### src/rtl/u16pos_pkg.sv
// shared constants and helpers for the utf-16 position to utf-8 offset block
// no dependencies
package u16pos_pkg;

  localparam int unsigned OFFSET_BITS_DEFAULT = 32;
  localparam int unsigned CFG_INDEX_BITS = 2;
  localparam int unsigned WORD_BITS = 32;

  typedef logic [CFG_INDEX_BITS-1:0] cfg_index_t;
  typedef logic [WORD_BITS-1:0] word_t;
  typedef logic [2:0][7:0] pend_bytes_t;

  localparam cfg_index_t REG_TARGET_LINE   = 2'd0;
  localparam cfg_index_t REG_TARGET_COLUMN = 2'd1;

  localparam logic [7:0] CHAR_LF = 8'h0A;
  localparam logic [7:0] CHAR_CR = 8'h0D;

  localparam logic [7:0] MASK_2 = 8'hE0;
  localparam logic [7:0] LEAD_2 = 8'hC0;
  localparam logic [7:0] MASK_3 = 8'hF0;
  localparam logic [7:0] LEAD_3 = 8'hE0;
  localparam logic [7:0] MASK_4 = 8'hF8;
  localparam logic [7:0] LEAD_4 = 8'hF0;

  // sequence length from a lead byte; anything that is not a lead counts alone
  function automatic logic [2:0] lead_length(input logic [7:0] b);
    logic [2:0] len;
    if (!b[7]) len = 3'd1;
    else if ((b & MASK_2) == LEAD_2) len = 3'd2;
    else if ((b & MASK_3) == LEAD_3) len = 3'd3;
    else if ((b & MASK_4) == LEAD_4) len = 3'd4;
    else len = 3'd1;
    return len;
  endfunction

  function automatic word_t sat_add(input word_t a, input logic [1:0] n);
    word_t sum;
    logic [WORD_BITS:0] wide;
    wide = {1'b0, a} + (WORD_BITS + 1)'(n);
    sum = wide[WORD_BITS] ? '1 : wide[WORD_BITS-1:0];
    return sum;
  endfunction

endpackage

### src/rtl/utf16_position_to_utf8_offset.sv
// utf-16 line/column to utf-8 byte offset, at most one text byte per item
// depends on u16pos_pkg
// result path: an accepted last item passes the input register, then the result register
// throughput: one item per cycle; only a last item takes a stall from a full result stage
// the per-byte decode and counters sit between the input register and the state registers
// reset: rst is synchronous, active high; clears counters, handshakes and both targets
// after each result the text state returns to its reset value for the next text
module utf16_position_to_utf8_offset #(
  parameter int unsigned OFFSET_BITS = u16pos_pkg::OFFSET_BITS_DEFAULT
) (
  input  logic                      clk,
  input  logic                      rst,
  input  logic                      in_valid,
  output logic                      in_stall,
  input  logic [7:0]                data_byte,
  input  logic                      has_byte,
  input  logic                      is_last,
  output logic                      out_valid,
  input  logic                      out_stall,
  output u16pos_pkg::word_t         byte_offset,
  input  logic                      cfg_valid,
  output logic                      cfg_ready,
  input  u16pos_pkg::cfg_index_t    cfg_index,
  input  u16pos_pkg::word_t         cfg_data
);
  import u16pos_pkg::*;

  typedef logic [OFFSET_BITS-1:0] offset_t;

  // configuration
  word_t target_line;
  word_t target_column;

  // input register
  logic       s1_valid;
  logic [7:0] s1_byte;
  logic       s1_has;
  logic       s1_last;

  // text state
  offset_t     bytes_seen,      bytes_seen_next;
  word_t       current_line,    current_line_next;
  word_t       unit_count,      unit_count_next;
  pend_bytes_t pending_bytes,   pending_bytes_next;
  logic [1:0]  pending_count,   pending_count_next;
  logic [2:0]  sequence_length, sequence_length_next;
  logic        after_carriage_return, after_carriage_return_next;
  logic        position_found,  position_found_next;
  offset_t     found_offset,    found_offset_next;

  // result register
  word_t out_offset;
  word_t result_next;

  logic fire;

  // re-decode the unfinished sequence at a line end and find the offset
  function automatic offset_t close_line(input word_t units_in, input word_t column,
                                         input logic [1:0] count, input pend_bytes_t pb,
                                         input offset_t line_end);
    word_t      units;
    logic [2:0] idx;
    logic [2:0] len;
    logic       done;
    offset_t    off;
    units = units_in;
    idx = 3'd0;
    len = 3'd0;
    done = 1'b0;
    off = line_end;
    for (int k = 0; k < 3; k++) begin
      if (!done && idx < {1'b0, count}) begin
        if (units >= column) begin
          off = line_end - offset_t'(count) + offset_t'(idx);
          done = 1'b1;
        end else begin
          len = lead_length(pb[idx[1:0]]);
          if (idx + len > {1'b0, count}) len = 3'd1;
          units = sat_add(units, 2'd1);
          idx = idx + len;
        end
      end
    end
    return off;
  endfunction

  assign fire      = s1_valid && !(s1_last && out_valid && out_stall);
  assign in_stall  = s1_valid && !fire;
  assign cfg_ready = 1'b1;
  assign byte_offset = out_offset;

  always_comb begin
    logic       in_target;
    logic [2:0] len;
    logic [1:0] units;
    offset_t    chosen;
    logic [63:0] res64;
    bytes_seen_next            = bytes_seen;
    current_line_next          = current_line;
    unit_count_next            = unit_count;
    pending_bytes_next         = pending_bytes;
    pending_count_next         = pending_count;
    sequence_length_next       = sequence_length;
    after_carriage_return_next = after_carriage_return;
    position_found_next        = position_found;
    found_offset_next          = found_offset;
    in_target = 1'b0;
    len = 3'd0;
    units = 2'd1;
    chosen = '0;
    res64 = '0;

    if (s1_has) begin
      if (s1_byte == CHAR_LF && after_carriage_return) begin
        // second half of a cr lf pair
        after_carriage_return_next = 1'b0;
      end else begin
        after_carriage_return_next = 1'b0;
        in_target = (current_line == target_line) && !position_found;
        if (in_target && pending_count == 2'd0 && unit_count >= target_column) begin
          found_offset_next   = bytes_seen;
          position_found_next = 1'b1;
          in_target = 1'b0;
        end
        if (s1_byte == CHAR_LF || s1_byte == CHAR_CR) begin
          if (in_target) begin
            found_offset_next = close_line(unit_count, target_column, pending_count,
                                           pending_bytes, bytes_seen);
            position_found_next = 1'b1;
          end
          current_line_next          = sat_add(current_line, 2'd1);
          unit_count_next            = '0;
          pending_count_next         = 2'd0;
          sequence_length_next       = 3'd0;
          after_carriage_return_next = (s1_byte == CHAR_CR);
        end else if (in_target) begin
          if (pending_count == 2'd0) begin
            len = lead_length(s1_byte);
            if (len == 3'd1) begin
              unit_count_next = sat_add(unit_count, 2'd1);
            end else begin
              pending_bytes_next[0] = s1_byte;
              pending_count_next    = 2'd1;
              sequence_length_next  = len;
            end
          end else if ({1'b0, pending_count} + 3'd1 >= sequence_length
                       || pending_count == 2'd3) begin
            // codepoint above 0xffff needs a surrogate pair
            if (sequence_length == 3'd4
                && (pending_bytes[0][2:0] != 3'd0 || pending_bytes[1][5:4] != 2'd0))
              units = 2'd2;
            unit_count_next      = sat_add(unit_count, units);
            pending_count_next   = 2'd0;
            sequence_length_next = 3'd0;
          end else begin
            pending_bytes_next[pending_count] = s1_byte;
            pending_count_next = pending_count + 2'd1;
          end
        end
      end
      if (bytes_seen != '1) bytes_seen_next = bytes_seen + offset_t'(1);
    end

    // end of text: close the target line if still open
    if (s1_last && current_line_next == target_line && !position_found_next) begin
      found_offset_next = close_line(unit_count_next, target_column, pending_count_next,
                                     pending_bytes_next, bytes_seen_next);
      position_found_next = 1'b1;
    end
    chosen = position_found_next ? found_offset_next : bytes_seen_next;
    res64 = 64'(chosen);
    result_next = (res64[63:32] != 32'd0) ? '1 : res64[31:0];
  end

  always_ff @(posedge clk) begin
    if (rst) begin
      target_line   <= '0;
      target_column <= '0;
    end else if (cfg_valid && cfg_ready) begin
      case (cfg_index)
        REG_TARGET_LINE:   target_line   <= cfg_data;
        REG_TARGET_COLUMN: target_column <= cfg_data;
        default: ;
      endcase
    end
  end

  always_ff @(posedge clk) begin
    if (rst) begin
      s1_valid <= 1'b0;
    end else if (!in_stall) begin
      s1_valid <= in_valid;
    end
  end

  always_ff @(posedge clk) begin
    if (!in_stall && in_valid) begin
      s1_byte <= data_byte;
      s1_has  <= has_byte;
      s1_last <= is_last;
    end
  end

  always_ff @(posedge clk) begin
    if (rst || (fire && s1_last)) begin
      bytes_seen            <= '0;
      current_line          <= '0;
      unit_count            <= '0;
      pending_bytes         <= '0;
      pending_count         <= 2'd0;
      sequence_length       <= 3'd0;
      after_carriage_return <= 1'b0;
      position_found        <= 1'b0;
      found_offset          <= '0;
    end else if (fire) begin
      bytes_seen            <= bytes_seen_next;
      current_line          <= current_line_next;
      unit_count            <= unit_count_next;
      pending_bytes         <= pending_bytes_next;
      pending_count         <= pending_count_next;
      sequence_length       <= sequence_length_next;
      after_carriage_return <= after_carriage_return_next;
      position_found        <= position_found_next;
      found_offset          <= found_offset_next;
    end
  end

  always_ff @(posedge clk) begin
    if (rst) begin
      out_valid <= 1'b0;
    end else if (fire && s1_last) begin
      out_valid <= 1'b1;
    end else if (!out_stall) begin
      out_valid <= 1'b0;
    end
  end

  always_ff @(posedge clk) begin
    if (fire && s1_last) out_offset <= result_next;
  end

endmodule
### config.mk
export PLATFORM = sky130hd
export DESIGN_NAME = utf16_position_to_utf8_offset
export DESIGN_NICKNAME = d
export VERILOG_FILES = /design/src/rtl/u16pos_pkg.sv /design/src/rtl/utf16_position_to_utf8_offset.sv
export SDC_FILE = /design/constraint.sdc
export NUM_CORES = 2
export LEC_CHECK = 0
export BUFFER_PORTS_ARGS = -buffer_cell sky130_fd_sc_hd__buf_2
export CAP_MARGIN = 20
export CORE_ASPECT_RATIO = 1.4
export CORE_UTILIZATION = 45
export CTS_CLUSTER_SIZE = 25
export DETAILED_ROUTE_END_ITERATION = 8
export GPL_TIMING_DRIVEN = 0
export SLEW_MARGIN = 30
export SYNTH_ARGS = -nofsm -noshare
export SYNTH_HDL_FRONTEND = slang
export SYNTH_SLANG_ARGS = --single-unit
### constraint.sdc
create_clock -name clk -period 26.5 [get_ports clk]
set_input_delay 5.3 -clock clk [delete_from_list [all_inputs] [get_ports clk]]
set_output_delay 5.3 -clock clk [all_outputs]
set_load 0.02 [all_outputs]
Word level (Yosys, flattened, before mapping):

Index checks and enable logic that the tools add are counted.

* bits in registers: 267
* output and inout bits: 35

* $add $sub $neg: 19
* order comparisons: 21
* equality and inequality tests: 26
* multiplexer cells: 194
* bitwise logic cells: 1
* reduce and logical (&&, ||, !) cells: 41

Operators with widths (number)
* 32-bit two-way mux: 55
* 3-bit two-way mux: 79
* 32-bit >= comparator: 6
* 32-bit by 1-bit adder with 33-bit output, second input constant: 5
* 32-bit by 3-bit adder with 32-bit output: 4
* 24-bit two-way mux: 5
* 32-bit == test: 2
* 32-bit by 2-bit subtractor with 32-bit output: 2
* 8-bit two-way mux: 5
* 32-bit by 2-bit adder with 33-bit output: 1
* 32-bit by 1-bit adder with 32-bit output, second input constant: 1
* 8-bit binary-select mux with 2-bit select: 2
* 32-bit != test, second input constant: 1
* 1-bit two-way mux: 31
* 2-bit two-way mux: 14
* 5-bit == test, second input constant: 5
* 24-bit bitwise mux: 1
* 4-bit == test, second input constant: 5
* 3-bit == test, second input constant: 6
* 1-bit logical AND: 18
* 8-bit demux with 2-bit select: 1
* 8-bit by 4-bit == test with 1-bit output, second input constant: 2
* 16-bit two-way mux: 1
* 3-bit adder: 4
* other kinds (21): 46

Longest topological paths before layout:

* depth after elaboration: 57
* mapped depth: 65

Worst setup path after synthesis:

OpenSTA, ideal clock, no wires.

* path type: reg-to-reg
* start: reg unit_count[0]
* end: reg out_offset[13], in the netlist byte_offset[13], data pin
* library setup time: 0.279 ns
* arrival time: 12.780 ns
* data required time: 26.221 ns
* setup slack: 13.441 ns
* stages on the path, launching flop included: 65
* clock period less this slack: 13.059 ns
* path through: dfxtp_1 -> clkbuf_1 -> inv_1 -> ha_1 -> nand2b_1 -> a2111o_1 -> a311oi_2 -> a31oi_1 -> a21oi_1 -> nand2_1 -> clkbuf_1 -> buf_1 -> clkbuf_1 -> a21oi_1 -> inv_1 -> ha_1 -> a21o_1 -> a21o_1 -> (+29 left out) -> a21o_1 -> a21o_1 -> a21o_1 -> a21o_1 -> a21o_1 -> a21o_1 -> a221o_1 -> a41oi_1 -> a311oi_1 -> o2111ai_1 -> a31oi_1 -> clkbuf_1 -> clkbuf_1 -> clkbuf_1 -> nor2_1 -> a21oi_1 -> mux2i_1 -> mux2i_1

* elaborated cells between the ends (all ways): 190
* classes of those cells: add/sub (14); order compare (14); eq/ne (9); mux (142); reduce/logical (11)

RTL lines
* start, declared: line utf16_position_to_utf8_offset.sv:43 `word_t unit_count, unit_count_next;`
* start signal, assigned: line utf16_position_to_utf8_offset.sv:218 `unit_count <= unit_count_next;`
* 32-bit >= comparator: line utf16_position_to_utf8_offset.sv:120 `if (in_target && pending_count == 2'd0 && unit_count >= target_column) begin`
* 1-bit logical AND: line utf16_position_to_utf8_offset.sv:120
* 1-bit two-way mux: line utf16_position_to_utf8_offset.sv:120
* 1-bit two-way mux: line utf16_position_to_utf8_offset.sv:114 `if (s1_byte == CHAR_LF && after_carriage_return) begin`
* 1-bit two-way mux: line utf16_position_to_utf8_offset.sv:113 `if (s1_has) begin`
* 32-bit two-way mux (*): line utf16_position_to_utf8_offset.sv:136 `end else if (in_target) begin`
* 32-bit two-way mux (*): line utf16_position_to_utf8_offset.sv:125 `if (s1_byte == CHAR_LF || s1_byte == CHAR_CR) begin`
* 32-bit two-way mux (*): line utf16_position_to_utf8_offset.sv:114
* (+1 left out)
* via unit_count_next[9]: line utf16_position_to_utf8_offset.sv:43
* (+22 left out)
* 3-bit two-way mux: line utf16_position_to_utf8_offset.sv:72 `if (!done && idx < {1'b0, count}) begin`
* 3-bit two-way mux: line utf16_position_to_utf8_offset.sv:165 `if (s1_last && current_line_next == target_line && !position_found_next) begin`
* 32-bit by 3-bit adder with 32-bit output / 3-bit by 2-bit less-than comparator with 1-bit output (equally long branches): line utf16_position_to_utf8_offset.sv:74, utf16_position_to_utf8_offset.sv:72
* 32-bit two-way mux / 1-bit logical AND (equally long branches): line utf16_position_to_utf8_offset.sv:73, utf16_position_to_utf8_offset.sv:72
* 32-bit two-way mux (*): line utf16_position_to_utf8_offset.sv:72
* 32-bit two-way mux (*): line utf16_position_to_utf8_offset.sv:165
* 32-bit two-way mux (*): line utf16_position_to_utf8_offset.sv:170 `chosen = position_found_next ? found_offset_next : bytes_seen_next;`
* via result_next[13]: line utf16_position_to_utf8_offset.sv:53 `word_t result_next;`
* end signal, assigned: line utf16_position_to_utf8_offset.sv:239 `if (fire && s1_last) out_offset <= result_next;`
* end, declared: line utf16_position_to_utf8_offset.sv:52 `word_t out_offset;`

The timed path passes the listed nets; every way through them passes the cells marked *. The select of a mux whose other input is x is not followed.
A chain may end at the register's enable or synchronous reset.

Worst setup path after layout:

* start: reg pending_count[0]
* end: reg out_offset[15], in the netlist byte_offset[15], data pin

* elaborated cells between the ends (all ways): 205
* classes of those cells: add/sub (15); order compare (18); eq/ne (10); mux (147); reduce/logical (15)

RTL lines
* start, declared: line utf16_position_to_utf8_offset.sv:45 `logic [1:0] pending_count, pending_count_next;`
* start signal, assigned: line utf16_position_to_utf8_offset.sv:220 `pending_count <= pending_count_next;`
* parallel branches: the longest is 6 deep, another holds 2-bit by 1-bit adder with 3-bit output
* 32-bit two-way mux (*): line utf16_position_to_utf8_offset.sv:136
* 32-bit two-way mux (*): line utf16_position_to_utf8_offset.sv:125
* 32-bit two-way mux (*): line utf16_position_to_utf8_offset.sv:114
* 32-bit two-way mux (*): line utf16_position_to_utf8_offset.sv:113
* via unit_count_next[9]: line utf16_position_to_utf8_offset.sv:43
* 32-bit >= comparator: line utf16_position_to_utf8_offset.sv:73 `if (units >= column) begin`
* 3-bit two-way mux: line utf16_position_to_utf8_offset.sv:73
* (+20 left out)
* 3-bit two-way mux: line utf16_position_to_utf8_offset.sv:72
* 3-bit two-way mux: line utf16_position_to_utf8_offset.sv:165
* 32-bit by 3-bit adder with 32-bit output / 3-bit by 2-bit less-than comparator with 1-bit output (equally long branches): line utf16_position_to_utf8_offset.sv:74, utf16_position_to_utf8_offset.sv:72
* 32-bit two-way mux / 1-bit logical AND (equally long branches): line utf16_position_to_utf8_offset.sv:73, utf16_position_to_utf8_offset.sv:72
* 32-bit two-way mux (*): line utf16_position_to_utf8_offset.sv:72
* 32-bit two-way mux (*): line utf16_position_to_utf8_offset.sv:165
* 32-bit two-way mux (*): line utf16_position_to_utf8_offset.sv:170
* via result_next[15]: line utf16_position_to_utf8_offset.sv:53

Mark *: on every way through the listed nets, which the timed path passes. The select of a mux whose other input is x is not followed.

==> out/qor.tcl <==
set qor(die_width_um) 222.8
set qor(dieArea_sq_mm) 0.06935
set qor(max_freq_ghz) 0.04613
set qor(post-cts-setup-buffer-count) 0
set qor(cellInternalPower_uw) 884.2
set qor(cts.htree.levels) 1
set qor(clock_path_buffers) 3
set qor(comb_power_share_pct) 40.5
set qor(yosys.cell_types.count) 104
set qor(most-common-layout-cells) {sky130_fd_sc_hd__nand2_1 (569), sky130_fd_sc_hd__nor2_1 (387), sky130_fd_sc_hd__a21oi_1 (387)}
set qor(wire_per_inst_um) 30.26
set qor(kind_of_cell_with_the_highest_combined_delay_on_the_critical_path) {compound AO/OA/AOI/OAI gates}
set qor(rsz0062_at_grt) {no}
set qor(io_pins) 84
set qor(drt-total-wl_um) 162900
set qor(hold_violations) 0
set qor(yosys.area_share.xor_xnor_pct) 9.773
set qor(global_route_wire_length_before_repair_um) 233100
set qor(clockRootBuffer) {sky130_fd_sc_hd__clkbuf_16}
set qor(cp.arrival_ns) 22.00
set qor(synth_top_flop_cell) {sky130_fd_sc_hd__dfxtp_1}
set qor(power_per_cell_area_mw_per_mm2) 45.63
set qor(cp_num_buf_inv) 14
set qor(switching_share_pct) 42.59
set qor(global_route.usage.total_pct) 45.82
set qor(fin_skew_ns) 0.04365
set qor(share_clk_of_total_power_pct) 31.6
set qor(met3WireLength_um) 12530
set qor(die_y_um) 311.2
set qor(vias_per_cell) 6.737
set qor(ys_async_sr_fraction_pct) 0
set qor(final.setup.tns_ns) 0
set qor(startpoint_type) {flip-flop}
set qor(power_leakage_uw) 0.01248
set qor(cts.hold.buffers_added) 0
set qor(placementRows) 113
set qor(synthAdderAreaFrac_pct) 10.45
set qor(timing.setup.critical_path_class) {flip-flop to flip-flop}
set qor(switching_power_uw) 656.1
set qor(place_area_sq_mm) 0.03254
set qor(area_fraction_of_the_dominant_cell_type_after_synthesis_pct) 14.27
set qor(cts.repair.resized) 0
set qor(tritoncts_num_sinks) 261
set qor(ys.warnings.count) 0
set qor(layout.cells.most_common) {sky130_fd_sc_hd__nand2_1}
set qor(fin_ws_ns) 4.822
set qor(power.sequential.fraction_pct) 27.9
set qor(layout_worst_path_cycle_share_pct) 81.80
set qor(crit_path_top_cell_by_count) {sky130_fd_sc_hd__clkbuf_1}
set qor(drtAntennaViolNets) 0
set qor(worst_slew_pin_slew_ns) 1.179
set qor(timing.final.max_slew_violations) 0
set qor(vdd_ir_drop_max_mv) 0.05499
set qor(place_inst) 5326
set qor(initial_standard_cell_utilization_of_the_core_pct) 45.37
set qor(drt-pass1-iter-count) 7
set qor(grt_max_degree) 31
set qor(design_area_sq_mm) 0.03376
set qor(cts_tree) {built}
set qor(coreArea_sq_mm) 0.06772
set qor(yosysSeqAreaShare_pct) 18.37
set qor(overall_overflow_remaining_after_global_route) 0
set qor(drt-initial-drc-count) 4008
set qor(drc) 0
set qor(met1_length_um) 54800
set qor(number_of_cts_inserted_buffers) 30
set qor(max_cap_viol_count) 0
set qor(worst_path_max_delay_cell) {sky130_fd_sc_hd__a21oi_1}
set qor(ys_ff_latch) 261
set qor(synthesized_area_fraction_occupied_by_ao_oa_aoi_and_oai_cells_pct) 25.66
set qor(synth_area_in_simple_gates_pct) 27.80
set qor(portBuffers) 82
set qor(report.final.setup_viol) 0
set qor(layout-drive-gt1-share_pct) 6.351
set qor(dp_worst_setup_slack_ns) 5.762
set qor(power_uw) 1540
set qor(yosys-top-cells-area) {sky130_fd_sc_hd__dfxtp_1 (14%), sky130_fd_sc_hd__ha_1 (9.7%), sky130_fd_sc_hd__nand2_1 (7.0%), sky130_fd_sc_hd__a21oi_1 (6.3%), sky130_fd_sc_hd__xnor2_1 (6.2%)}
set qor(topRoutingLayerUsed) {met5}
set qor(netlist.top_cell.by_area) {sky130_fd_sc_hd__dfxtp_1}
set qor(clkSlewWorstSetupHoldPaths_ns) 0.07
set qor(worst-endpoint-required_ns) 26.82
set qor(final-seq-area_sq_mm) 0.005645
set qor(area_delta_synth_final_pct) 9.862
set qor(synth_top_family_by_area) {simple AND/OR/NAND/NOR gates}
set qor(run_status) {complete, no violations}
set qor(vias) 36280
set qor(finalWeightedCongestion) 1.041
set qor(hpwlAfterDp_um) 128800
set qor(syn-instance-count) 4370
set qor(antenna_violations_before_repair) 7
set qor(layout_min_cycle_time_ns) 21.68
set qor(fillerInstances) 7045
set qor(timing.hold.worst.class) {flip-flop to flip-flop}
set qor(cp_slowest_stage_delay_ns) 0.86
set qor(layout.nets) 4795
set qor(max_slew_margin_pct) 21.42
set qor(syn-cell-area_sq_mm) 0.03073
set qor(worstPathMaxFanout) 12
set qor(instances_no_fill) 5385
set qor(worst_skew_pair.late_latency_ns) 0.64
set qor(met2_length_um) 74590
set qor(multi_input_area_sq_mm) 0.02374
set qor(first_global_vias) 34470
set qor(critical_path_endpoint_category) {flip-flop}
set qor(average_cell_area_after_synthesis_sq_um) 7.031
set qor(count_of_flip_flops_with_a_built_in_enable_after_synthesis) 42
set qor(yosys-mux-area-fraction_pct) 2.451
-- cell type report --
class	instances	area share (%)
antenna	4	0.02965
buffer	285	3.395
clock buffer	36	2.417
clock inverter	19	0.8302
inverter	145	1.612
multi-input combinational	3680	70.32
sequential	261	16.72
tap	862	3.195
timing repair buffer	93	1.479
-- worst paths after layout --
| kind | from | to | slack, ns | cells after the start |
|---|---|---|---|---|
| min reg2reg | target_column[20]$_SDFFE_PP0P_ | target_column[20]$_SDFFE_PP0P_ | 0.46 | 2 |
| max | pending_count[0]$_SDFFE_PP0P_ | byte_offset[15]$_DFFE_PP_ | 4.82 | 57 |
| max reg2reg | pending_count[0]$_SDFFE_PP0P_ | byte_offset[15]$_DFFE_PP_ | 4.82 | 57 |
| min | target_column[20]$_SDFFE_PP0P_ | target_column[20]$_SDFFE_PP0P_ | 0.46 | 2 |
-- state kept, by name, indices dropped and copies added (netlist names), 3 cells and up, named ones only --
name / count
sequence_length: 3
pending_bytes: 15
unit_count: 32
bytes_seen: 32
target_line: 32
s1_byte: 8
byte_offset: 32
found_offset: 32
current_line: 32
target_column: 32
-- per-stage QoR --
stage          util (%)  hold WS (ns)
5_1_grt           49.83        0.4765
6_report          49.85        0.4563
3_5_place_dp      48.05        0.4465
4_1_cts           49.67        0.4559
2_1_floorplan         -        0.4263
3_3_place_gp      47.58        0.4354
-- per-layer routing --
metal | up-vias | global-route usage [%]
met5 | - | 0
met4 | 2 | 49.22
met3 | 808 | 8.074
met2 | 2097 | 75.43
met1 | 17110 | 47.37
li1 | 16270 | -
-- synthesized netlist by cell type (22+ instances only) --
cell type / count
sky130_fd_sc_hd__a21o_1: 78
sky130_fd_sc_hd__nor2_1: 390
sky130_fd_sc_hd__dfxtp_1: 219
sky130_fd_sc_hd__or3_1: 35
sky130_fd_sc_hd__nor3_1: 127
sky130_fd_sc_hd__nand2b_1: 39
sky130_fd_sc_hd__and3_1: 52
sky130_fd_sc_hd__o21a_1: 27
sky130_fd_sc_hd__edfxtp_1: 42
sky130_fd_sc_hd__xnor2_1: 216
sky130_fd_sc_hd__o22ai_1: 48
sky130_fd_sc_hd__ha_1: 239
sky130_fd_sc_hd__nand4_1: 115
sky130_fd_sc_hd__xor2_1: 125
sky130_fd_sc_hd__nand3_1: 159
sky130_fd_sc_hd__o31ai_1: 29
sky130_fd_sc_hd__a31oi_1: 56
sky130_fd_sc_hd__clkbuf_1: 248
sky130_fd_sc_hd__o211ai_1: 43
sky130_fd_sc_hd__or4_1: 22
sky130_fd_sc_hd__and2_1: 40
sky130_fd_sc_hd__a21oi_1: 389
sky130_fd_sc_hd__and4_1: 22
sky130_fd_sc_hd__nand2_1: 569
sky130_fd_sc_hd__a211oi_1: 72
sky130_fd_sc_hd__o21ai_0: 269
sky130_fd_sc_hd__mux2i_1: 55
sky130_fd_sc_hd__nor4_1: 80
sky130_fd_sc_hd__inv_1: 143
-- power groups by stage --
| stage | logic [uW] | clock network [uW] | registers, uW |
|---|---|---|---|
| 3_3_place_gp | 584 | 0 | 438 |
| 6_report | 624 | 486 | 430 |
| 3_5_place_dp | 591 | 0 | 438 |
| 2_1_floorplan | 372 | 0 | 433 |
| 5_1_grt | 656 | 500 | 430 |
| 4_1_cts | 594 | 486 | 429 |
-- worst reg2reg max path, delay by kind of cell, from the launching register on --
family	cells	cell delay [ns]
flip-flops	1	0.58
XOR/XNOR	1	0.18
adder cells (fa/ha/maj)	4	1.09
AND/OR/NAND/NOR	13	4.90
AO/OA/AOI/OAI	24	7.55
multiplexers	1	0.35
buffers and inverters	14	6.73
-- cell families after synthesis --
| kind of cell | count (synthesis) |
|---|---|
| simple gates | 1759 |
| compound gates | 1253 |
| buf+inv | 430 |
| xor+xnor | 342 |
| flops | 261 |
| fa+ha+maj | 250 |
| mux | 73 |
| other cells | 2 |
(Power assumes the default switching activity.)
